<file path="src/rtl/jvmos_pkg.sv">
// ----------------------------------------------------------------------------
// jvmos_pkg: shared types and constants of the JVM operand stack
// Item layouts, operation codes, status codes, cell shift codes and the
// table that maps each rearrangement form onto the entries it copies.
// ----------------------------------------------------------------------------
package jvmos_pkg;

  localparam logic [3:0] OP_PUSH    = 4'd0;
  localparam logic [3:0] OP_POP     = 4'd1;
  localparam logic [3:0] OP_POP2    = 4'd2;
  localparam logic [3:0] OP_DUP     = 4'd3;
  localparam logic [3:0] OP_DUP_X1  = 4'd4;
  localparam logic [3:0] OP_DUP_X2  = 4'd5;
  localparam logic [3:0] OP_DUP2    = 4'd6;
  localparam logic [3:0] OP_DUP2_X1 = 4'd7;
  localparam logic [3:0] OP_DUP2_X2 = 4'd8;
  localparam logic [3:0] OP_SWAP    = 4'd9;
  localparam logic [3:0] OP_CLEAR   = 4'd10;

  localparam logic [1:0] ST_OK    = 2'd0;
  localparam logic [1:0] ST_UNDER = 2'd1;
  localparam logic [1:0] ST_OVER  = 2'd2;

  localparam logic [3:0] SEQ_NONE    = 4'd0;
  localparam logic [3:0] SEQ_PUSH    = 4'd1;
  localparam logic [3:0] SEQ_DUP     = 4'd2;
  localparam logic [3:0] SEQ_X1      = 4'd3;
  localparam logic [3:0] SEQ_X2      = 4'd4;
  localparam logic [3:0] SEQ_PAIR    = 4'd5;
  localparam logic [3:0] SEQ_PAIR_X1 = 4'd6;
  localparam logic [3:0] SEQ_PAIR_X2 = 4'd7;
  localparam logic [3:0] SEQ_SWAP    = 4'd8;

  localparam logic [2:0] SH_HOLD  = 3'd0;
  localparam logic [2:0] SH_DOWN1 = 3'd1;
  localparam logic [2:0] SH_DOWN2 = 3'd2;
  localparam logic [2:0] SH_UP1   = 3'd3;
  localparam logic [2:0] SH_UP2   = 3'd4;

  localparam int FILL_SLOTS = 6;

  typedef struct packed {
    logic [3:0]  operation;
    logic [63:0] push_value;
    logic        push_is_wide;
  } cmd_item_t;

  typedef struct packed {
    logic [1:0]  status;
    logic [63:0] top_value;
    logic        top_is_wide;
    logic [6:0]  depth;
  } rsp_item_t;

  typedef struct packed {
    logic [2:0] need;
    logic [2:0] nout;
    logic [3:0] seq;
    logic       clear;
  } dec_t;

  typedef struct packed {
    logic       update;
    logic [2:0] fill_count;
    logic [2:0] shift;
  } cell_ctl_t;

  // Source entry, counted from the old top, of new entry pos (top first).
  function automatic logic [1:0] seq_src(input logic [3:0] seq, input logic [2:0] pos);
    logic [1:0] k;
    k = 2'd0;
    case (seq)
      SEQ_X1:      k = (pos == 3'd1) ? 2'd1 : 2'd0;
      SEQ_X2: begin
        case (pos)
          3'd1:    k = 2'd1;
          3'd2:    k = 2'd2;
          default: k = 2'd0;
        endcase
      end
      SEQ_PAIR:    k = pos[0] ? 2'd1 : 2'd0;
      SEQ_PAIR_X1: begin
        case (pos) inside
          3'd1, 3'd4: k = 2'd1;
          3'd2:       k = 2'd2;
          default:    k = 2'd0;
        endcase
      end
      SEQ_PAIR_X2: begin
        case (pos) inside
          3'd1, 3'd5: k = 2'd1;
          3'd2:       k = 2'd2;
          3'd3:       k = 2'd3;
          default:    k = 2'd0;
        endcase
      end
      SEQ_SWAP:    k = (pos == 3'd0) ? 2'd1 : 2'd0;
      default:     k = 2'd0;
    endcase
    return k;
  endfunction

endpackage

</file>
<file path="src/rtl/jvmos_cell.sv">
// ----------------------------------------------------------------------------
// jvmos_cell: one stack entry
// Holds a value and its category flag. On an update it either takes a new
// entry from the top section, moves one or two places with the stack or holds.
// ----------------------------------------------------------------------------
module jvmos_cell #(
  parameter int VALUE_WIDTH = 64,
  parameter int INDEX       = 0
) (
  input  logic                   clk,
  input  jvmos_pkg::cell_ctl_t   ctl,
  input  logic [VALUE_WIDTH-1:0] fill_value,
  input  logic                   fill_wide,
  input  logic [VALUE_WIDTH-1:0] up1_value,
  input  logic                   up1_wide,
  input  logic [VALUE_WIDTH-1:0] up2_value,
  input  logic                   up2_wide,
  input  logic [VALUE_WIDTH-1:0] down1_value,
  input  logic                   down1_wide,
  input  logic [VALUE_WIDTH-1:0] down2_value,
  input  logic                   down2_wide,
  output logic [VALUE_WIDTH-1:0] value,
  output logic                   wide,
  output logic [VALUE_WIDTH-1:0] value_next,
  output logic                   wide_next
);

  localparam bit CAN_FILL = INDEX < jvmos_pkg::FILL_SLOTS;

  logic take_fill;

  assign take_fill = CAN_FILL && (ctl.fill_count > 3'(INDEX));

  always_comb begin
    value_next = value;
    wide_next  = wide;
    if (ctl.update) begin
      if (take_fill) begin
        value_next = fill_value;
        wide_next  = fill_wide;
      end else begin
        case (ctl.shift)
          jvmos_pkg::SH_DOWN1: begin
            value_next = up1_value;
            wide_next  = up1_wide;
          end
          jvmos_pkg::SH_DOWN2: begin
            value_next = up2_value;
            wide_next  = up2_wide;
          end
          jvmos_pkg::SH_UP1: begin
            value_next = down1_value;
            wide_next  = down1_wide;
          end
          jvmos_pkg::SH_UP2: begin
            value_next = down2_value;
            wide_next  = down2_wide;
          end
          default: begin
            value_next = value;
            wide_next  = wide;
          end
        endcase
      end
    end
  end

  always_ff @(posedge clk) begin
    value <= value_next;
    wide  <= wide_next;
  end

endmodule

</file>
<file path="config.mk">
export PLATFORM = sky130hd
export DESIGN_NAME = jvmos_cell
export DESIGN_NICKNAME = d
export VERILOG_FILES = /design/src/rtl/jvmos_pkg.sv /design/src/rtl/jvmos_cell.sv
export SDC_FILE = /design/constraint.sdc
export NUM_CORES = 1
export LEC_CHECK = 0
export BUFFER_PORTS_ARGS = -buffer_cell sky130_fd_sc_hd__buf_2
export CAP_MARGIN = 25
export CORE_AREA = 2 2 182 184
export DETAILED_ROUTE_END_ITERATION = 10
export DIE_AREA = 0 0 184 186
export GPL_ROUTABILITY_DRIVEN = 0
export PLACE_DENSITY = 0.45
export SETUP_SLACK_MARGIN = 0.15
export SYNTH_ARGS = -nofsm -noshare
export SYNTH_HDL_FRONTEND = slang
export SYNTH_SLANG_ARGS = --single-unit
export TNS_END_PERCENT = 5
</file>
<file path="constraint.sdc">
create_clock -name clk -period 2.7 [get_ports clk]
set_input_delay 0.54 -clock clk [delete_from_list [all_inputs] [get_ports clk]]
set_output_delay 0.54 -clock clk [all_outputs]
set_load 0.05 [all_outputs]
</file>
==> reports/summary.txt <==
CP arrival -> 2.18 ns
Pwr Density -> 496 mW/mm2
Pwr Total -> 4.83 mW
most frequent cells in the layout -> buf_2, buf_4, nor2_1
synth unique cells -> 30
die width -> 184 um
drt pass-1 iters -> 4
maximum clock path buffer count -> 2
CP Class -> primary input to primary output
post-route cell area -> 0.00974 mm2
Hold EP -> value[38]$_DFF_P_
CP Max Fanout -> 31
Synth Warn # -> 0
fin. max-slew vios -> 0
Leakage -> 4.59 nW
Hold Startpoint -> fill_value[38]
final setup violation count -> 12
Layout Skew -> 0 ns
post-route setup slack -> -0.0177 ns
Root Buffer -> clkbuf_16
layout cells sized above 1 -> 0.626
first-pass GRT wire length -> 41400 um
CP required -> 2.16 ns
I/O pin total -> 463
failing checks -> setup timing
R2R cell count -> 4
r2r startpoint -> value[49]$_DFF_P_
Final Hold Viols -> 0
layout net count -> 1385
antenna violations before repair -> 1
Hold Buf Count CTS -> 0
initial core utilization -> 0.145
H-Tree Depth -> 3
Syn Std Cell Area -> 0.00465 mm2
Least-Margin Pin Slew -> 0.329 ns
DP Wirelength -> 23700 um
Post-Place Worst Slack -> -0.156 ns
number of global-route vias before repair -> 7009
largest net degree at the start of global routing -> 36
Tot GR Track Use -> 0.164
Post-Route WL -> 29500 um
number of synthesized register bits -> 65
mean post-synth cell area -> 8.40 um2
setup slack, reg-to-reg -> 1.67 ns
Hold Crit Class -> primary input to register
Mapped Cells -> 554
Worst slew margin -> 0.778
Worst-Skew Late Latency -> 0.36 ns
Vert. Die Dim -> 186 um
DR WL/cell -> 20.1 um
Worst Hold Depth -> 2
final worst-path cycle share -> 1.01
CTS tree -> built
max incr delay on CP -> 0.58 ns
VDD IR max -> 0.000289 V
Detail Route Antenna Nets -> 0
register area share after synthesis -> 0.280
CP Cell Sequence -> buf_6 -> or4b_4 -> o21a_4 -> buf_12 -> o221a_4 -> buf_8
via count -> 6678
status -> finished, violations left
DRC violations left -> 0
final core utilization -> 0.302
Die ar. -> 0.0342 mm2
Max Clock Freq -> 368 MHz
placed cell area -> 0.00871 mm2
syn_nets -> 887
RSZ-0062 raised after global routing -> true
Final Critical Period -> 2.72 ns
commonest non-fill, non-tap cell in the layout -> buf_2
setup TNS -> -0.120 ns
critical path capture point type -> primary output
core area -> 0.0322 mm2
Initial DRC Count -> 262
I/O Buffers -> 462
clock sink count -> 65
Critical R2R Capture -> value[49]$_DFF_P_
max-cap violations -> 0
GRT Residual Overflow -> 0
# rows -> 66
Slowest-stage cell, CP -> or4b_4
Num CTS Buffers -> 9
fill cell count -> 3460
Area growth syn-to-layout -> 109%
crit start category -> primary input
clock slew seen by the registers of the worst setup and hold paths -> 0.06 ns
Avg Vias per Cell -> 4.55
setup bufs post-CTS -> 0
[routing by layer]
metal / global-route usage / vias to the layer above / part of all wire
met1: 0.181 / 3126 / 0.39
met5: 0 / - / 0
met2: 0.297 / 336 / 0.52
li1: - / 3172 / -
met3: 0.0434 / 44 / 0.071
met4: 0.0682 / 0 / 0.027
[report_power, final]
group | internal (mW) | leakage [nW] | switching (mW)
sequential | 1.08 | 0.548 | 0.0864
clock | 0.734 | 0.148 | 0.523
combinational | 0.955 | 3.90 | 1.45
[stage by stage]
step           hold slack (ns)  cells
5_1_grt                  0.428   1466
3_3_place_gp             0.508   1449
6_report                 0.450   1467
3_5_place_dp             0.510   1449
4_1_cts                  0.422   1465
2_1_floorplan            0.858    554
[cell type report]
cell class	count	area (um2)	area share
antenna	2	5.00	0.000514
multi-input combinational	415	3810	0.392
tap	408	510	0.0524
clock inverter	6	57.6	0.00591
inverter	11	41.3	0.00424
clock buffer	10	239	0.0245
timing repair buffer	550	3770	0.387
sequential	65	1300	0.134
[sequential cells by signal (all words and copies together), names as in the netlist]
signal / count
value: 64
wide: 1
[worst max-delay path, delay by kind of cell]
family | cells | cell delay (ns)
AO/OA/AOI/OAI | 2 | 0.59
AND/OR/NAND/NOR | 1 | 0.58
buffers and inverters | 3 | 0.41
[cells by family after synthesis]
group,share of synthesized area
mux,0.120
flops,0.280
buf+inv,0.0696
simple gates,0.158
compound gates,0.371
xor+xnor,0.00188
[Yosys cell counts]
master | n | area (um2)
a21o_1 | 9 | 67.6
nand2b_1 | 58 | 363
buf_4 | 1 | 7.51
nor2_1 | 86 | 323
or4b_1 | 1 | 10.0
nand2_2 | 1 | 6.26
mux2i_1 | 56 | 561
o221a_1 | 39 | 439
and2_1 | 1 | 6.26
nand2_1 | 2 | 7.51
dfxtp_1 | 65 | 1300
or3b_2 | 1 | 8.76
a21oi_1 | 55 | 275
buf_1 | 7 | 26.3
a221oi_1 | 19 | 166
clkinv_1 | 1 | 3.75
o211ai_1 | 1 | 7.51
o21ai_1 | 1 | 5.00
nor4b_1 | 1 | 8.76
o311ai_0 | 9 | 78.8
o21a_1 | 1 | 7.51
clkbuf_1 | 41 | 154
o211a_1 | 1 | 10.0
o31ai_1 | 1 | 7.51
o221ai_1 | 55 | 482
o221a_2 | 16 | 180
xnor2_1 | 1 | 8.76
buf_6 | 4 | 45.0
inv_1 | 10 | 37.5
buf_2 | 10 | 50.1
[how the worst max path moves through the flow]
stage,startpoint,to,depth (start not counted)
after floorplan,ctl[3],value_next[11],5
after global placement,ctl[3],value_next[62],7
after detailed placement,ctl[3],value_next[62],7
after CTS,ctl[5],value_next[44],6
after global routing,ctl[5],value_next[44],6
final,ctl[5],value_next[30],6
[repair_timing]
item / in CTS / in global routing
pin swaps: 24 / 13
gates resized for setup: 185 / 10
endpoints found under the setup margin: 65 / 65
Note: power is estimated with default switching activity, not from simulation.
