**src/rtl/jvmos_pkg.sv**
```systemverilog
// ----------------------------------------------------------------------------
// jvmos_pkg: shared types and constants of the JVM operand stack
// Item layouts, operation codes, status codes, cell shift codes and the
// table that maps each rearrangement form onto the entries it copies.
// ----------------------------------------------------------------------------
package jvmos_pkg;

  localparam logic [3:0] OP_PUSH    = 4'd0;
  localparam logic [3:0] OP_POP     = 4'd1;
  localparam logic [3:0] OP_POP2    = 4'd2;
  localparam logic [3:0] OP_DUP     = 4'd3;
  localparam logic [3:0] OP_DUP_X1  = 4'd4;
  localparam logic [3:0] OP_DUP_X2  = 4'd5;
  localparam logic [3:0] OP_DUP2    = 4'd6;
  localparam logic [3:0] OP_DUP2_X1 = 4'd7;
  localparam logic [3:0] OP_DUP2_X2 = 4'd8;
  localparam logic [3:0] OP_SWAP    = 4'd9;
  localparam logic [3:0] OP_CLEAR   = 4'd10;

  localparam logic [1:0] ST_OK    = 2'd0;
  localparam logic [1:0] ST_UNDER = 2'd1;
  localparam logic [1:0] ST_OVER  = 2'd2;

  localparam logic [3:0] SEQ_NONE    = 4'd0;
  localparam logic [3:0] SEQ_PUSH    = 4'd1;
  localparam logic [3:0] SEQ_DUP     = 4'd2;
  localparam logic [3:0] SEQ_X1      = 4'd3;
  localparam logic [3:0] SEQ_X2      = 4'd4;
  localparam logic [3:0] SEQ_PAIR    = 4'd5;
  localparam logic [3:0] SEQ_PAIR_X1 = 4'd6;
  localparam logic [3:0] SEQ_PAIR_X2 = 4'd7;
  localparam logic [3:0] SEQ_SWAP    = 4'd8;

  localparam logic [2:0] SH_HOLD  = 3'd0;
  localparam logic [2:0] SH_DOWN1 = 3'd1;
  localparam logic [2:0] SH_DOWN2 = 3'd2;
  localparam logic [2:0] SH_UP1   = 3'd3;
  localparam logic [2:0] SH_UP2   = 3'd4;

  localparam int FILL_SLOTS = 6;

  typedef struct packed {
    logic [3:0]  operation;
    logic [63:0] push_value;
    logic        push_is_wide;
  } cmd_item_t;

  typedef struct packed {
    logic [1:0]  status;
    logic [63:0] top_value;
    logic        top_is_wide;
    logic [6:0]  depth;
  } rsp_item_t;

  typedef struct packed {
    logic [2:0] need;
    logic [2:0] nout;
    logic [3:0] seq;
    logic       clear;
  } dec_t;

  typedef struct packed {
    logic       update;
    logic [2:0] fill_count;
    logic [2:0] shift;
  } cell_ctl_t;

  // Source entry, counted from the old top, of new entry pos (top first).
  function automatic logic [1:0] seq_src(input logic [3:0] seq, input logic [2:0] pos);
    logic [1:0] k;
    k = 2'd0;
    case (seq)
      SEQ_X1:      k = (pos == 3'd1) ? 2'd1 : 2'd0;
      SEQ_X2: begin
        case (pos)
          3'd1:    k = 2'd1;
          3'd2:    k = 2'd2;
          default: k = 2'd0;
        endcase
      end
      SEQ_PAIR:    k = pos[0] ? 2'd1 : 2'd0;
      SEQ_PAIR_X1: begin
        case (pos) inside
          3'd1, 3'd4: k = 2'd1;
          3'd2:       k = 2'd2;
          default:    k = 2'd0;
        endcase
      end
      SEQ_PAIR_X2: begin
        case (pos) inside
          3'd1, 3'd5: k = 2'd1;
          3'd2:       k = 2'd2;
          3'd3:       k = 2'd3;
          default:    k = 2'd0;
        endcase
      end
      SEQ_SWAP:    k = (pos == 3'd0) ? 2'd1 : 2'd0;
      default:     k = 2'd0;
    endcase
    return k;
  endfunction

endpackage

```
**src/rtl/jvmos_decode.sv**
```systemverilog
// ----------------------------------------------------------------------------
// jvmos_decode: operation decoder
// Picks the form of an operation from the category flags of the top three
// entries and gives how many entries it consumes and produces.
// ----------------------------------------------------------------------------
module jvmos_decode (
  input  logic [3:0]      operation,
  input  logic [2:0]      wide,
  output jvmos_pkg::dec_t dec
);

  always_comb begin
    dec = '0;
    unique case (operation)
      jvmos_pkg::OP_PUSH: begin
        dec.nout = 3'd1;
        dec.seq  = jvmos_pkg::SEQ_PUSH;
      end
      jvmos_pkg::OP_POP: begin
        dec.need = 3'd1;
      end
      jvmos_pkg::OP_POP2: begin
        dec.need = wide[0] ? 3'd1 : 3'd2;
      end
      jvmos_pkg::OP_DUP: begin
        dec.need = 3'd1;
        dec.nout = 3'd2;
        dec.seq  = jvmos_pkg::SEQ_DUP;
      end
      jvmos_pkg::OP_DUP_X1: begin
        dec.need = 3'd2;
        dec.nout = 3'd3;
        dec.seq  = jvmos_pkg::SEQ_X1;
      end
      jvmos_pkg::OP_DUP_X2: begin
        if (wide[1]) begin
          dec.need = 3'd2;
          dec.nout = 3'd3;
          dec.seq  = jvmos_pkg::SEQ_X1;
        end else begin
          dec.need = 3'd3;
          dec.nout = 3'd4;
          dec.seq  = jvmos_pkg::SEQ_X2;
        end
      end
      jvmos_pkg::OP_DUP2: begin
        if (wide[0]) begin
          dec.need = 3'd1;
          dec.nout = 3'd2;
          dec.seq  = jvmos_pkg::SEQ_DUP;
        end else begin
          dec.need = 3'd2;
          dec.nout = 3'd4;
          dec.seq  = jvmos_pkg::SEQ_PAIR;
        end
      end
      jvmos_pkg::OP_DUP2_X1: begin
        if (wide[0]) begin
          dec.need = 3'd2;
          dec.nout = 3'd3;
          dec.seq  = jvmos_pkg::SEQ_X1;
        end else begin
          dec.need = 3'd3;
          dec.nout = 3'd5;
          dec.seq  = jvmos_pkg::SEQ_PAIR_X1;
        end
      end
      jvmos_pkg::OP_DUP2_X2: begin
        if (wide[0] && wide[1]) begin
          dec.need = 3'd2;
          dec.nout = 3'd3;
          dec.seq  = jvmos_pkg::SEQ_X1;
        end else if (wide[0]) begin
          dec.need = 3'd3;
          dec.nout = 3'd4;
          dec.seq  = jvmos_pkg::SEQ_X2;
        end else if (wide[2]) begin
          dec.need = 3'd3;
          dec.nout = 3'd5;
          dec.seq  = jvmos_pkg::SEQ_PAIR_X1;
        end else begin
          dec.need = 3'd4;
          dec.nout = 3'd6;
          dec.seq  = jvmos_pkg::SEQ_PAIR_X2;
        end
      end
      jvmos_pkg::OP_SWAP: begin
        dec.need = 3'd2;
        dec.nout = 3'd2;
        dec.seq  = jvmos_pkg::SEQ_SWAP;
      end
      jvmos_pkg::OP_CLEAR: begin
        dec.clear = 1'b1;
      end
      default: begin
        dec = '0;
      end
    endcase
  end

endmodule

```
**config.mk**
```make
export PLATFORM = sky130hd
export DESIGN_NAME = jvmos_decode
export DESIGN_NICKNAME = d
export VERILOG_FILES = /design/src/rtl/jvmos_pkg.sv /design/src/rtl/jvmos_decode.sv
export SDC_FILE = /design/constraint.sdc
export NUM_CORES = 1
export LEC_CHECK = 0
export BUFFER_PORTS_ARGS = -buffer_cell sky130_fd_sc_hd__clkbuf_2
export CAP_MARGIN = 20
export CORE_AREA = 2 2 39 41
export DETAILED_ROUTE_END_ITERATION = 10
export DIE_AREA = 0 0 41 43
export GPL_TIMING_DRIVEN = 1
export REMOVE_ABC_BUFFERS = 1
export SLEW_MARGIN = 20
export SYNTH_ARGS = -nofsm -noshare
export SYNTH_HDL_FRONTEND = slang
export SYNTH_SLANG_ARGS = --single-unit
export TNS_END_PERCENT = 1
```
**constraint.sdc**
```tcl
create_clock -name vclk -period 1.09
set_input_delay 0.109 -clock vclk [all_inputs]
set_output_delay 0.109 -clock vclk [all_outputs]
set_load 0.005 [all_outputs]
```
==> results of run 1 <==
==> power breakdown <==
group	total [mW]	internal [mW]	leakage, nW	switching, mW
Clock	0	0	0	0
Combinational	0.227	0.120	0.289	0.108
Sequential	0	0	0	0
Total	0.227	0.120	0.289	0.108
==> what timing repair did <==
| action | 4_1_cts | 5_1_grt |
|---|---|---|
| pin swaps | 1 | 0 |
| resized for setup | 0 | 6 |
| setup endpoints to repair | 9 | 9 |
==> routing by layer <==
layer  global-route usage (%)  share of wire (%)
met2                    23.13                 50
met1                    16.14                 44
met4                    3.333                1.2
met3                    1.047                4.7
met5                        0                  0
==> area by class of cell <==
class              count  area, sq um  share of cell area [%]
multi-input cells     47        319.1                   53.80
well taps             16        20.02                   3.376
repair buffers        38        246.5                   41.56
inverters              2        7.507                   1.266
==> metrics by stage <==
step / util (%) / total power, mW / cells / TNS, ns
CTS: 40.96 / 0.2185 / 103 / -1.089
finish: 42.86 / 0.2274 / 103 / -1.057
detailed placement: 40.96 / 0.2179 / 103 / -1.095
global route: 42.86 / 0.2493 / 103 / -1.534
floorplan: - / 0.08130 / 49 / 0
global placement: 40.96 / 0.2154 / 103 / -1.103
==> how the worst max path moves through the flow <==
stage | start | endpoint | slack, ns
2_1_floorplan | operation[0] | dec[6] | 0.05
3_3_place_gp | operation[0] | dec[1] | -0.20
3_5_place_dp | operation[0] | dec[1] | -0.20
4_1_cts | operation[0] | dec[1] | -0.20
5_1_grt | operation[1] | dec[6] | -0.25
6_report | operation[0] | dec[1] | -0.19
==> synthesized netlist by cell type (all sizes together) <==
cell type	count	share of area (%)
a21oi	6	8.9
nand2	6	6.7
buf	5	8.1
nand2b	5	9.3
nor2	4	4.4
o21ai	3	5.6
a31oi	2	3.7
and2b	2	4.4
inv	2	2.2
nor2b	2	3.7
nor3	2	4.4
a211o	1	2.6
a211oi	1	2.2
a21boi	1	2.2
a41oi	1	2.6
clkbuf	1	1.1
nor3b	1	2.2
o211ai	1	2.2
o21a	1	2.2
o221ai	1	2.6
o22a	1	2.6
o22ai	1	1.9
o2bb2ai	1	2.6
o32ai	1	2.6
or4	1	2.2
or4b	1	4.1
xnor2	1	2.6
==> cell families after synthesis <==
group                     after synthesis  share of synthesized area [%]
xor gates and xnor gates                1                          2.593
and+or+nand+nor                        24                          41.48
AOI/OAI and AO/OA                      22                          44.45
buffers and inverters                   8                          11.48
==> worst max-delay path, stage by stage <==
cell	delay, ns
sky130_fd_sc_hd__buf_6	0.09
sky130_fd_sc_hd__or4b_4	0.57
sky130_fd_sc_hd__nor3_4	0.14
sky130_fd_sc_hd__a41oi_2	0.07
sky130_fd_sc_hd__o21ai_2	0.08
sky130_fd_sc_hd__buf_2	0.12
==> key figures, run 1 <==
Run status
  – Failing checks: setup timing
  – Outcome: complete, but fails checks

Hold path
  – Capture endpoint of the worst hold path: dec[10]
  – Origin of the worst min-delay path: wide[2]
  – Class of the worst hold path: in -> out
  – Hold Crit Depth: 4

Route
  – Vias/cell: around 5
  – Initial DRC Count: 8
  – Number of DRC violations after detailed routing: 0
  – Count of vias placed by the detailed router: about 520
  – Wire length per cell after detailed routing: ~11 um
  – Post-route antenna net violation count: 0
  – First drt pass iteration count: 4
  – Wire length reported by the detailed router: 1.174 mm

Finish
  – Total number of sequential cells: 0
  – Share of layout cells above drive strength 1: between 50 and 60%
  – Sequential cell area: 0 sq um
  – Fill count: 145
  – Clk_buf instances: 0
  – Synthesis-to-finish area growth: 75.56%
  – Most common library cell in the layout ignoring fill and taps: sky130_fd_sc_hd__buf_4
  – NumNets Final: 96
  – Final Instance Area: between 500 and 600 sq um
  – Antenna cells: 0
  – Commonest cells after routing, fill and taps aside: sky130_fd_sc_hd__buf_4, sky130_fd_sc_hd__clkbuf_2, sky130_fd_sc_hd__a21oi_1, sky130_fd_sc_hd__nand2_1, sky130_fd_sc_hd__nand2b_1

STA
  – Min Hold Slack: around 0.55 ns
  – Total count of max-transition violations in the final report: 0
  – Unrepaired setup endpoints after global routing: true
  – Max Clk Rate: 780.0 MHz
  – Period minus WS final: between 1 and 1.5 ns
  – Ratio of final minimum period to clock period: 117.6%
  – Fin. Hold Viols: 0
  – Worst max-slew margin expressed relative to the limit: 87.13%
  – Post-route setup slack: -0.1920 ns
  – Worst-Margin Slew: around 0.19 ns
  – Final setup vio count: 8

Setup path
  – Highest net fanout along the worst path: 4
  – WP data arrival: 1.17 ns
  – Startpoint kind of the worst setup timing path: input pin
  – Required time at the endpoint of the critical path: 0.98 ns
  – WS Path Type: in -> out
  – Critical Path Sink Type: output port

Power
  – Max IR drop VDD: roughly 0.14 mV
  – Cell leakage power: between 0.2 and 0.3 nW
  – Power Density: roughly 380 nW/um^2

Placement
  – Worst slack at placement: -0.1973 ns
  – Placed wire-length estimate after detailed placement: around 950 um
  – Gpl congestion: between 0.8 and 0.9
  – Number of I/O port buffers: 18
  – Placed instance area: 566.8 sq um

GRT
  – Initial antenna violation count: 0
  – Remaining global-route overflow: 0
  – First-pass GRT wire length: approximately 1.7 mm
  – Pin count of the biggest net entering global routing: 15
  – Overall Global Routing Usage: a little over an eighth
  – Vias in the first global route: ~460

Clock tree
  – Post-CTS Setup Bufs: 0
  – Count of hold-fix buffers inserted at cts: 0

Floorplanning
  – Area of the core: about 1400 sq um
  – Die extent in y: approximately 43 um
  – Initial core utilization: roughly a quarter
  – Die boundary width: slightly above 40 um
  – # IOs: 18
  – Standard-cell row count: 14
  – Overall die area: around 1800 sq um

Logic synthesis
  – Number of distinct library cells after synthesis: 32
  – Number of instances in the synthesized netlist: 55
  – Proportion of synthesized chip area in sequential cells: 0%
  – Number of warnings printed during yosys synthesis: 0
  – Post-synthesis instance area: between 300 and 400 sq um
  – Syn Area/Cell: ~6.1 sq um

Job
  – Number of violations of the max-capacitance limit: 0
Power figures use the tool's default switching activity.
==> inputs of run 2 (changes only) <==
Settings changed: ABC_AREA set to 1, BUFFER_PORTS_ARGS -buffer_cell sky130_fd_sc_hd__clkbuf_2 to -buffer_cell sky130_fd_sc_hd__buf_2.
==> key figures, run 2 <==
Run status
  – Outcome: finished, final reports clean

Placement
  – Gpl congestion: 0.8120 (+0.84%)
  – Placed wire-length estimate after detailed placement: 754.4 um (-20%)
  – Number of I/O port buffers: 18 (unchanged)

STA
  – Ratio of final minimum period to clock period: 93.41% (-24 points)
  – Min Hold Slack: 0.5824 ns (+0.03197 ns)
  – Final setup vio count: 0 (-8)
  – Fin. Hold Viols: 0 (unchanged)
  – Period minus WS final: 1.018 ns (-0.2638 ns)
  – Worst max-slew margin expressed relative to the limit: 88.34% (+1.2 points)
  – Worst-Margin Slew: 0.1747 ns (-0.01636 ns)
  – Max Clk Rate: 982.1 MHz (+26%)
  – Summed negative setup slack over all endpoints: 0 ns (+1.057 ns)
  – Total count of max-transition violations in the final report: 0 (unchanged)
  – Unrepaired setup endpoints after global routing: true

Floorplanning
  – Standard-cell row count: 14 (unchanged)
  – Initial core utilization: 24.77% (+0.36 points)
  – Area of the core: 1384 sq um (unchanged)
  – Die boundary width: 41 um (unchanged)
  – Die extent in y: 43 um (unchanged)
  – Overall die area: 1763 sq um (unchanged)
  – # IOs: 18 (unchanged)

Setup path
  – WS Path Type: in -> out
  – Highest net fanout along the worst path: 7 (+3)
  – Required time at the endpoint of the critical path: 0.98 ns (about the same)
  – WP data arrival: 0.91 ns (-0.26 ns)
  – Startpoint kind of the worst setup timing path: input pin
  – Critical Path Sink Type: output port

Route
  – Count of vias placed by the detailed router: 469 (-9.1%)
  – Routed wire length on met2: 444 um (-24%)
  – Uppermost layer routed: met3
  – Wire length per cell after detailed routing: 8.406 um (-26%)
  – Vias/cell: 4.425 (-12%)
  – Number of DRC violations after detailed routing: 0 (unchanged)
  – Met3 wirelength from detailed routing: 26 um (-53%)
  – Initial DRC Count: 10 (+2)
  – Met1 WL: 420 um (-19%)
  – Post-route antenna net violation count: 0 (unchanged)
  – First drt pass iteration count: 7 (+3)
  – Wire length reported by the detailed router: 891 um (-24%)

Finish
  – Share of layout cells above drive strength 1: 33.33% (-17 points)
  – Fill count: 159 (+9.7%)
  – NumNets Final: 99 (+3.1%)
  – Sequential cell area: 0 sq um (unchanged)
  – Antenna cells: 0 (unchanged)
  – Clk_buf instances: 0 (unchanged)
  – Commonest cells after routing, fill and taps aside: sky130_fd_sc_hd__nand2_1, sky130_fd_sc_hd__buf_2, sky130_fd_sc_hd__nor2_1
  – Total number of sequential cells: 0 (unchanged)
  – Synthesis-to-finish area growth: 29.56%
  – Most common library cell in the layout ignoring fill and taps: sky130_fd_sc_hd__nand2_1

Logic synthesis
  – Leading post-synthesis cells by instance count: sky130_fd_sc_hd__nand2_1, sky130_fd_sc_hd__nor2_1, sky130_fd_sc_hd__inv_1, sky130_fd_sc_hd__nand3_1
  – Most numerous cell in the Yosys netlist: sky130_fd_sc_hd__nand2_1
  – Number of distinct library cells after synthesis: 15 (-53%)
  – Post-synthesis instance area: 342.8 sq um (+1.5%)
  – Syn Area/Cell: 4.633 sq um (-25%)
  – Top cell type by total area after synthesis: sky130_fd_sc_hd__nand2_1
  – Number of instances in the synthesized netlist: 74 (+35%)
  – Number of warnings printed during yosys synthesis: 0 (unchanged)
  – Proportion of synthesized chip area in sequential cells: 0% (unchanged)
  – Biggest area contributors in the synthesized netlist: sky130_fd_sc_hd__nand2_1, sky130_fd_sc_hd__nor2_1, sky130_fd_sc_hd__nand3_1
  – Share of the synthesized area in the top cell type: 29.56% (+20 points)

Clock tree
  – Count of hold-fix buffers inserted at cts: 0 (unchanged)
  – Post-CTS Setup Bufs: 0 (unchanged)
  – Cells resized by post-CTS repair: 0 (unchanged)

Power
  – Cell leakage power: 0.2923 nW (+1.1%)
  – Max IR drop VDD: 0.1355 mV (-5.4%)
  – Power Density: 340.8 nW/um^2 (-11%)

Hold path
  – Class of the worst hold path: in -> out
  – Hold Crit Depth: 3 (-1)

GRT
  – First-pass GRT wire length: 1.414 mm (-19%)
  – Overall Global Routing Usage: 10.69% (-2.5 points)
  – Pin count of the biggest net entering global routing: 11 (-4)
  – Vias in the first global route: 367 (-19%)
  – Initial antenna violation count: 0 (unchanged)
  – Remaining global-route overflow: 0 (unchanged)

Job
  – Number of violations of the max-capacitance limit: 0 (unchanged)
==> run 2: cell count changes after synthesis, sizes merged, moves of 2 or more <==
cell    delta
a21oi      -6
a31oi      -2
inv        +9
nor2b      -2
nand3      +9
nand2     +23
o21ai      -2
and2b      -2
nand4      +2
nand2b     -5
nor2      +12
buf        -3
==> run 2: layer usage <==
layer	vias to the layer above	GRT usage (%)
met5	-	0
met4	0	0
li1	260	-
met2	11	18.13
met1	198	15.51
met3	0	0
==> run 2: path summary, 6_finish.rpt <==
| check | startpoint | slack [ns] | to |
|---|---|---|---|
| hold / removal | operation[0] | 0.58 | dec[0] |
| setup / recovery | wide[0] | 0.07 | dec[1] |
==> run 2: area by class of cell <==
| cell class | count | area [sq um] | share of cell area (%) |
|---|---|---|---|
| inverter | 11 | 43.79 | 9.859 |
| multi-input combinational | 61 | 287.8 | 64.79 |
| tap | 16 | 20.02 | 4.507 |
| timing repair buffer | 18 | 92.59 | 20.85 |
==> run 2: critical path: stages <==
cell	delay (ns)
sky130_fd_sc_hd__buf_2	0.13
sky130_fd_sc_hd__inv_2	0.11
sky130_fd_sc_hd__nand2_1	0.12
sky130_fd_sc_hd__nand2_1	0.10
sky130_fd_sc_hd__nand2_1	0.05
sky130_fd_sc_hd__and2_4	0.13
sky130_fd_sc_hd__nand2_1	0.05
sky130_fd_sc_hd__buf_2	0.10
==> run 2: power breakdown <==
group          total (mW)  internal (mW)  switching (mW)
sequential              0              0               0
clock                   0              0               0
combinational       0.151         0.0594          0.0919
==> run 2: through the flow <==
step	instance area, sq um	setup WS, ns	instances	util, %	total power [mW]
finish	444.2	0.07178	106	32.10	0.1514
global route	444.2	-0.006274	106	32.10	0.1698
CTS	434.2	0.03861	106	31.37	0.1470
detailed placement	434.2	0.04191	106	31.37	0.1464
global placement	434.2	0.05180	106	31.37	0.1468
floorplan	324.1	0.3020	72	-	0.08260
==> run 2: cell families after synthesis <==
family | Yosys count | share of synthesized area [%]
buf+inv | 13 | 17.52
simple gates | 58 | 76.64
compound gates | 3 | 5.837
==> inputs of run 3 (changes only) <==
Settings changed: RECOVER_POWER set to 50.
==> key figures, run 3 (synthesized netlist as in run 2, its figures left out) <==
Floorplanning
  – Overall die area: 1763 sq um (unchanged)
  – Standard-cell row count: 14 (unchanged)
  – Die extent in y: 43 um (unchanged)
  – Initial core utilization: 24.77% (unchanged)
  – Area of the core: 1384 sq um (unchanged)
  – Die boundary width: 41 um (unchanged)
  – # IOs: 18 (unchanged)

Power
  – Total Power: 0.1506 mW (-0.51%)
  – Max IR drop VDD: 0.1335 mV (-1.5%)
  – Power Density: 340.0 nW/um^2 (-0.23%)
  – Cell leakage power: 0.2872 nW (-1.8%)

Placement
  – Number of I/O port buffers: 18 (unchanged)
  – Gpl congestion: 0.8120 (unchanged)
  – Placed wire-length estimate after detailed placement: 754.4 um (unchanged)
  – Worst slack at placement: 0.04191 ns (unchanged)
  – Placed instance area: 434.2 sq um (unchanged)

Route
  – Post-route antenna net violation count: 0 (unchanged)
  – Vias/cell: 4.509 (+1.9%)
  – First drt pass iteration count: 7 (unchanged)
  – Initial DRC Count: 10 (unchanged)
  – Count of vias placed by the detailed router: 478 (+1.9%)
  – Number of DRC violations after detailed routing: 0 (unchanged)
  – Wire length per cell after detailed routing: 8.245 um (-1.9%)
  – Wire length reported by the detailed router: 874 um (-1.9%)

Hold path
  – Origin of the worst min-delay path: operation[0]
  – Class of the worst hold path: in -> out

Finish
  – Antenna cells: 0 (unchanged)
  – NumNets Final: 99 (unchanged)
  – Sequential cell area: 0 sq um (unchanged)
  – Clk_buf instances: 0 (unchanged)
  – Synthesis-to-finish area growth: 29.20%
  – Most common library cell in the layout ignoring fill and taps: sky130_fd_sc_hd__nand2_1
  – Final Instance Area: 442.9 sq um (-0.28%)
  – Share of layout cells above drive strength 1: 32.22% (-1.1 points)
  – Total number of sequential cells: 0 (unchanged)
  – Commonest cells after routing, fill and taps aside: sky130_fd_sc_hd__nand2_1, sky130_fd_sc_hd__buf_2, sky130_fd_sc_hd__nor2_1

GRT
  – Overall Global Routing Usage: 10.69% (unchanged)
  – Remaining global-route overflow: 0 (unchanged)
  – Initial antenna violation count: 0 (unchanged)
  – Vias in the first global route: 367 (unchanged)
  – Pin count of the biggest net entering global routing: 11 (unchanged)
  – First-pass GRT wire length: 1.414 mm (unchanged)

STA
  – Total count of max-transition violations in the final report: 0 (unchanged)
  – Unrepaired setup endpoints after global routing: true
  – Period minus WS final: 1.017 ns (-0.001145 ns)
  – Max Clk Rate: 983.2 MHz (+0.11%)
  – Fin. Hold Viols: 0 (unchanged)
  – Summed negative setup slack over all endpoints: 0 ns (unchanged)
  – Worst max-slew margin expressed relative to the limit: 89.18% (+0.83 points)
  – Worst-Margin Slew: 0.1607 ns (-0.01398 ns)
  – Post-route setup slack: 0.07293 ns (+0.001145 ns)
  – Ratio of final minimum period to clock period: 93.31% (-0.11 points)
  – Final setup vio count: 0 (unchanged)

Job
  – Number of violations of the max-capacitance limit: 0 (unchanged)

Setup path
  – Required time at the endpoint of the critical path: 0.98 ns (about the same)
  – Startpoint kind of the worst setup timing path: input pin
  – First element of the critical path: wide[0]
  – Critical Path Sink Type: output port
  – WS Path Type: in -> out
  – WP data arrival: 0.91 ns (about the same)
  – Highest net fanout along the worst path: 7 (unchanged)

Clock tree
  – Count of hold-fix buffers inserted at cts: 0 (unchanged)
  – Post-CTS Setup Bufs: 0 (unchanged)
  – Cells resized by post-CTS repair: 0 (unchanged)

Run status
  – Outcome: finished, final reports clean
-- run 3: cell count changes in the layout (fill, tap and decap cells not counted) --
| cell | before | now |
|---|---|---|
| sky130_fd_sc_hd__buf_2 | 17 | 15 |
| sky130_fd_sc_hd__clkbuf_1 | 0 | 1 |
| sky130_fd_sc_hd__clkbuf_2 | 0 | 1 |
-- run 3: metal layers --
metal / GRT usage, % / vias to the layer above / wire (um)
li1: - / 261 / -
met4: 0 / 0 / 0
met5: 0 / - / 0
met2: 18.13 / 11 / 442
met3: 0 / 0 / 30
met1: 15.51 / 206 / 400
-- run 3: layout make-up --
| type | instances | area (sq um) |
|---|---|---|
| Fill cell | 160 | 940.9 |
| Multi-Input combinational cell | 61 | 287.8 |
| Timing Repair Buffer | 18 | 91.34 |
| Inverter | 11 | 43.79 |
| Tap cell | 16 | 20.02 |
-- run 3: report_power, final --
part           leakage (nW)  internal, mW  switching (mW)  total, mW
clock                     0             0               0          0
sequential                0             0               0          0
combinational         0.287        0.0592          0.0914      0.151
-- run 3: through the flow --
stage	util, %	instances	hold slack [ns]
3_3_place_gp	31.37	106	0.6026
4_1_cts	31.37	106	0.5978
6_report	32.01	106	0.5578
5_1_grt	32.01	106	0.5774
2_1_floorplan	-	72	0.2545
3_5_place_dp	31.37	106	0.5963
-- run 3: worst max-delay path, stage by stage --
cell                      delay, ns
sky130_fd_sc_hd__buf_2         0.13
sky130_fd_sc_hd__inv_2         0.11
sky130_fd_sc_hd__nand2_1       0.12
sky130_fd_sc_hd__nand2_1       0.10
sky130_fd_sc_hd__nand2_1       0.05
sky130_fd_sc_hd__and2_4        0.13
sky130_fd_sc_hd__nand2_1       0.05
sky130_fd_sc_hd__buf_2         0.10
-- run 3: final timing paths --
| path | end | slack (ns) | depth (start not counted) |
|---|---|---|---|
| setup / recovery | dec[1] | 0.07 | 8 |
| hold / removal | dec[0] | 0.56 | 3 |
